===== src/design/icv_pkg.sv =====
// Shared constants and types for the 3x3 image convolution core.
package icv_pkg;

    localparam int MAX_WIDTH  = 1024;
    localparam int MAX_HEIGHT = 4096;

    // Column index, column count (holds MAX_WIDTH itself), row count (runs to height + 1).
    localparam int COL_W  = $clog2(MAX_WIDTH);
    localparam int WCNT_W = $clog2(MAX_WIDTH + 1);
    localparam int ROW_W  = $clog2(MAX_HEIGHT + 2);

    localparam int PIX_W      = 24;
    localparam int CFG_IDX_W  = 2;
    localparam int CFG_DATA_W = 13;
    localparam int CFG_WID_W  = 11;
    localparam int CFG_HGT_W  = 13;

    localparam int RST_WIDTH  = (MAX_WIDTH < 1024) ? MAX_WIDTH : 1024;
    localparam int RST_HEIGHT = (MAX_HEIGHT < 1024) ? MAX_HEIGHT : 1024;

    typedef enum logic [CFG_IDX_W-1:0] {
        CFG_KERNEL = 2'd0,
        CFG_COLOR  = 2'd1,
        CFG_WIDTH  = 2'd2,
        CFG_HEIGHT = 2'd3
    } t_cfg_reg;

    typedef enum logic [2:0] {
        K_GY      = 3'd0,
        K_GX      = 3'd1,
        K_SHARPEN = 3'd2,
        K_LAPLACE = 3'd3,
        K_BOX     = 3'd4
    } t_kernel;

    // Which window rows and columns fall outside the frame.
    typedef struct packed {
        logic kill_row0;
        logic kill_row2;
        logic kill_col0;
        logic kill_col2;
    } t_mask;

    typedef struct packed {
        logic [PIX_W-1:0] upper;
        logic [PIX_W-1:0] middle;
    } t_line_entry;

endpackage


===== src/design/icv_filter.sv =====
// 3x3 window registers and the per-channel kernel arithmetic with clamping.
module icv_filter (
    input  logic                       i_clk,
    input  logic                       i_rst_n,
    input  logic                       i_shift,
    input  logic [icv_pkg::PIX_W-1:0]  i_up,
    input  logic [icv_pkg::PIX_W-1:0]  i_mid,
    input  logic [icv_pkg::PIX_W-1:0]  i_pix,
    input  icv_pkg::t_mask             i_mask,
    input  icv_pkg::t_kernel           i_kernel,
    input  logic                       i_color,
    output logic [7:0]                 o_result_0,
    output logic [7:0]                 o_result_1,
    output logic [7:0]                 o_result_2
);

    logic [icv_pkg::PIX_W-1:0] r_win [3][3];
    logic [2:0][7:0]           res;

    function automatic logic [7:0] conv3x3(input icv_pkg::t_kernel k,
                                           input logic [8:0][7:0] p);
        logic signed [12:0] a, b, c, d, e, f, g, h, m, s;
        a = signed'({5'd0, p[0]});
        b = signed'({5'd0, p[1]});
        c = signed'({5'd0, p[2]});
        d = signed'({5'd0, p[3]});
        e = signed'({5'd0, p[4]});
        f = signed'({5'd0, p[5]});
        g = signed'({5'd0, p[6]});
        h = signed'({5'd0, p[7]});
        m = signed'({5'd0, p[8]});
        unique case (k)
            icv_pkg::K_GY: begin
                s = (a + (b <<< 1) + c) - (g + (h <<< 1) + m);
            end
            icv_pkg::K_GX: begin
                s = (a + (d <<< 1) + g) - (c + (f <<< 1) + m);
            end
            icv_pkg::K_SHARPEN: begin
                s = ((e <<< 2) + e) - (b + d + f + h);
            end
            icv_pkg::K_LAPLACE: begin
                s = (e <<< 2) - (b + d + f + h);
            end
            default: begin
                s = a + b + c + d + e + f + g + h + m;
            end
        endcase
        if (s < 0) begin
            return 8'd0;
        end else if (s > 13'sd255) begin
            return 8'd255;
        end
        return s[7:0];
    endfunction

    always_ff @(posedge i_clk) begin
        if (!i_rst_n) begin
            for (int i = 0; i < 3; i++) begin
                for (int j = 0; j < 3; j++) begin
                    r_win[i][j] <= '0;
                end
            end
        end else if (i_shift) begin
            for (int i = 0; i < 3; i++) begin
                r_win[i][0] <= r_win[i][1];
                r_win[i][1] <= r_win[i][2];
            end
            r_win[0][2] <= i_up;
            r_win[1][2] <= i_mid;
            r_win[2][2] <= i_pix;
        end
    end

    // Taps outside the frame are forced to zero before the kernel sums.
    always_comb begin
        logic [8:0][7:0] taps;
        logic            keep;
        taps = '0;
        res  = '0;
        for (int ch = 0; ch < 3; ch++) begin
            for (int i = 0; i < 3; i++) begin
                for (int j = 0; j < 3; j++) begin
                    keep = !((i == 0) && i_mask.kill_row0) && !((i == 2) && i_mask.kill_row2)
                        && !((j == 0) && i_mask.kill_col0) && !((j == 2) && i_mask.kill_col2);
                    taps[i*3+j] = keep ? r_win[i][j][ch*8 +: 8] : 8'd0;
                end
            end
            res[ch] = conv3x3(i_kernel, taps);
        end
    end

    assign o_result_0 = res[0];
    assign o_result_1 = i_color ? res[1] : 8'd0;
    assign o_result_2 = i_color ? res[2] : 8'd0;

endmodule


===== config.mk =====
export PLATFORM = sky130hd
export DESIGN_NAME = icv_filter
export DESIGN_NICKNAME = d
export VERILOG_FILES = /design/src/design/icv_pkg.sv /design/src/design/icv_filter.sv
export SDC_FILE = /design/constraint.sdc
export NUM_CORES = 1
export LEC_CHECK = 0
export BUFFER_PORTS_ARGS = -buffer_cell sky130_fd_sc_hd__clkbuf_2
export CAP_MARGIN = 20
export CORE_ASPECT_RATIO = 0.6
export CORE_UTILIZATION = 46
export CTS_CLUSTER_SIZE = 25
export DETAILED_ROUTE_END_ITERATION = 10
export GPL_ROUTABILITY_DRIVEN = 0
export PLACE_DENSITY = 0.71
export SLEW_MARGIN = 5
export SYNTH_ARGS = -nofsm -noshare
export SYNTH_HDL_FRONTEND = slang
export SYNTH_SLANG_ARGS = --single-unit

===== constraint.sdc =====
create_clock -name i_clk -period 10.4 [get_ports i_clk]
set_clock_uncertainty 0.05 [all_clocks]
set_input_delay 2.08 -clock i_clk [delete_from_list [all_inputs] [get_ports i_clk]]
set_output_delay 2.08 -clock i_clk [all_outputs]
set_load 0.02 [all_outputs]

==> flow_summary.json <==
{
  "status": "completed",
  "syn-cell-area_um2": 27900,
  "place_ws_ps": 139,
  "tns_ps": 0,
  "largest_register_ffs": 216,
  "setup_ws_ps": 237,
  "fmax_mhz": 98.4,
  "first_iter_violations": 2358,
  "dr.pass1.iters": 6,
  "yosysMostFrequentCell": "inv_1",
  "period_minus_slack_ps": 10160,
  "antenna-diode-count": 0,
  "synth.top_cell.area_share_pct": 25.6,
  "worstPathArrival_ps": 8030,
  "slew_headroom_pct": 31.6,
  "critPathMaxFanout": 8,
  "drv_slew": 0,
  "viasPerCell": 5.79,
  "max_cap_viol_count": 0,
  "slowest_stage": "fa_1",
  "grt_max_degree": 117,
  "insertion_delay_ps": 530,
  "dieHeight_um": 193,
  "cts_root_buffer": "clkbuf_16",
  "top_regs": "r_win: 216 flops",
  "multi_input_comb_area_um2": 19200,
  "tightest_slew_ps": 1020,
  "syn_nets": 3487,
  "antenna_left": 0,
  "clk_pin_slew_ps": 70,
  "p_leak_uw": 0.0155,
  "synth_edf_count": 216,
  "slowest_delay_ps": 470,
  "routedWlPerCell_um": 22.0,
  "io_buffers": 106,
  "ys_top_cells_by_area": "fa_1 (26%), edfxtp_1 (23%), ha_1 (12%)",
  "setup-violations-final": 0,
  "worst_setup_path_start_kind": "input pin",
  "rows": 69,
  "power_density_nw_per_um2": 152,
  "dp_hpwl_mm": 66.7,
  "die_w_um": 320,
  "antenna_found_initial": 1,
  "min_period_over_period_pct": 97.7,
  "regArea_um2": 6490,
  "syn_to_final_growth_pct": 8.05,
  "path_delay_family": "compound AO/OA/AOI/OAI gates",
  "syn_area_per_cell_um2": 10.0,
  "cp.required_ps": 8270,
  "finalHoldViolCount": 0,
  "drive_gt1_share_pct": 8.29,
  "start_util_pct": 46.8,
  "holdCritPathClass": "flip-flop to flip-flop",
  "routed-via-count": 21200,
  "htreeDepth": 1,
  "async_flop_share_pct": 0,
  "synth_top_area_cell": "fa_1",
  "grt_pass1_vias": 21700,
  "synth_ff_type": "edfxtp_1",
  "nNetsFinal": 3568,
  "cp_num_buf_inv": 5,
  "synth_common_cells": "inv_1 (502), fa_1 (357), ha_1 (259)",
  "yosysSeqAreaShare_pct": 23.2,
  "grt_usage_pct": 26.4,
  "ctsHoldBuffers": 0,
  "syn_inst": 2788,
  "numCtsBuffers": 23,
  "vdd_ir_drop_max_mv": 0.113,
  "wirelength_mm": 80.5,
  "worst_setup_path_end_kind": "primary output",
  "grt-ovfl-total": 0,
  "drc_errors": 0,
  "cts_tree": "done",
  "die_area_um2": 61700,
  "core_area_um2": 59600,
  "ys_ff_latch": 216,
  "cts_sinks": 216,
  "fill_cells": 5292,
  "clock_path_buffers": 3,
  "grt_pass1_wl_mm": 125,
  "synthDistinctLibCells": 96,
  "ys_warn_count": 0,
  "critPathKind": "input pin to primary output",
  "top_register": "r_win",
  "pin_count": 107
}
## kinds of logic (layout without fill, tap and decap cells)
| logic type | count (synthesis) | in the layout | share of synthesized area (%) |
|---|---|---|---|
| simple gates | 731 | 731 | 14.4 |
| compound gates | 476 | 476 | 11.4 |
| xor+xnor | 136 | 136 | 4.27 |
| buf+inv | 587 | 682 | 8.10 |
| mux | 26 | 26 | 1.29 |
| fa+ha+maj | 616 | 616 | 37.2 |
| flops | 216 | 216 | 23.2 |
## path summary, 6_finish.rpt
kind | to | cells past startpoint | from | slack, ps
worst max-delay path | o_result_2[1] | 28 | i_mask[1] | 240
worst min-delay path | r_win[0][57] | 1 | r_win[0][33] | 520
worst max register to register | r_win[0][123] | 1 | r_win[0][99] | 9210
worst min register to register | r_win[0][57] | 1 | r_win[0][33] | 520
## power breakdown
part	internal, µW	switching (µW)
clock	454	355
combinational	1110	1570
sequential	1030	51.3
total	2590	1970
## layout make-up
| type | count | area share [%] |
|---|---|---|
| Multi-Input combinational cell | 1985 | 63.8 |
| Clock inverter | 13 | 0.403 |
| Tap cell | 781 | 3.24 |
| Clock buffer | 26 | 1.95 |
| Inverter | 502 | 6.25 |
| Sequential cell | 216 | 21.5 |
| Timing Repair Buffer | 141 | 2.80 |
## through the flow
step / power (µW) / cell area, µm² / utilization [%] / hold slack (ps) / instances
detailed placement: 3700 / 29400 / 49.3 / 509 / 3624
global route: 4880 / 30100 / 50.6 / 525 / 3664
floorplan: 3010 / 27900 / - / 488 / 2788
finish: 4570 / 30100 / 50.6 / 518 / 3664
CTS: 4520 / 30100 / 50.5 / 517 / 3663
global placement: 3620 / 29400 / 49.3 / 495 / 3624
## cell usage in the layout (no fill, tap or decap), types with 26 or more instances in the layout
master / n
ha_1: 258
fa_1: 357
nand2b_1: 81
edfxtp_1: 216
o21bai_1: 37
nor2_1: 91
o21ai_0: 74
nand2_1: 137
xnor2_1: 89
nor2b_1: 52
and3_1: 222
a21oi_1: 125
inv_1: 502
clkbuf_2: 101
xor2_1: 47
buf_4: 31
nor3_1: 26
a21o_1: 49
## what timing repair did
action / 4_1_cts / 5_1_grt
resized for setup: 0 / 25
setup buffers: 0 / 1
hold endpoints to repair: 0 / 0
endpoints found under the setup margin: 0 / 22
## routing by layer
metal	vias to the layer above	GRT usage [%]	part of all wire (%)
li1	9534	-	-
met1	10500	38.7	44
met2	1027	39.7	42
met3	116	6.94	11
met4	0	4.31	1.9
met5	-	0	0
No activity file was read; power rests on OpenSTA's default activity.
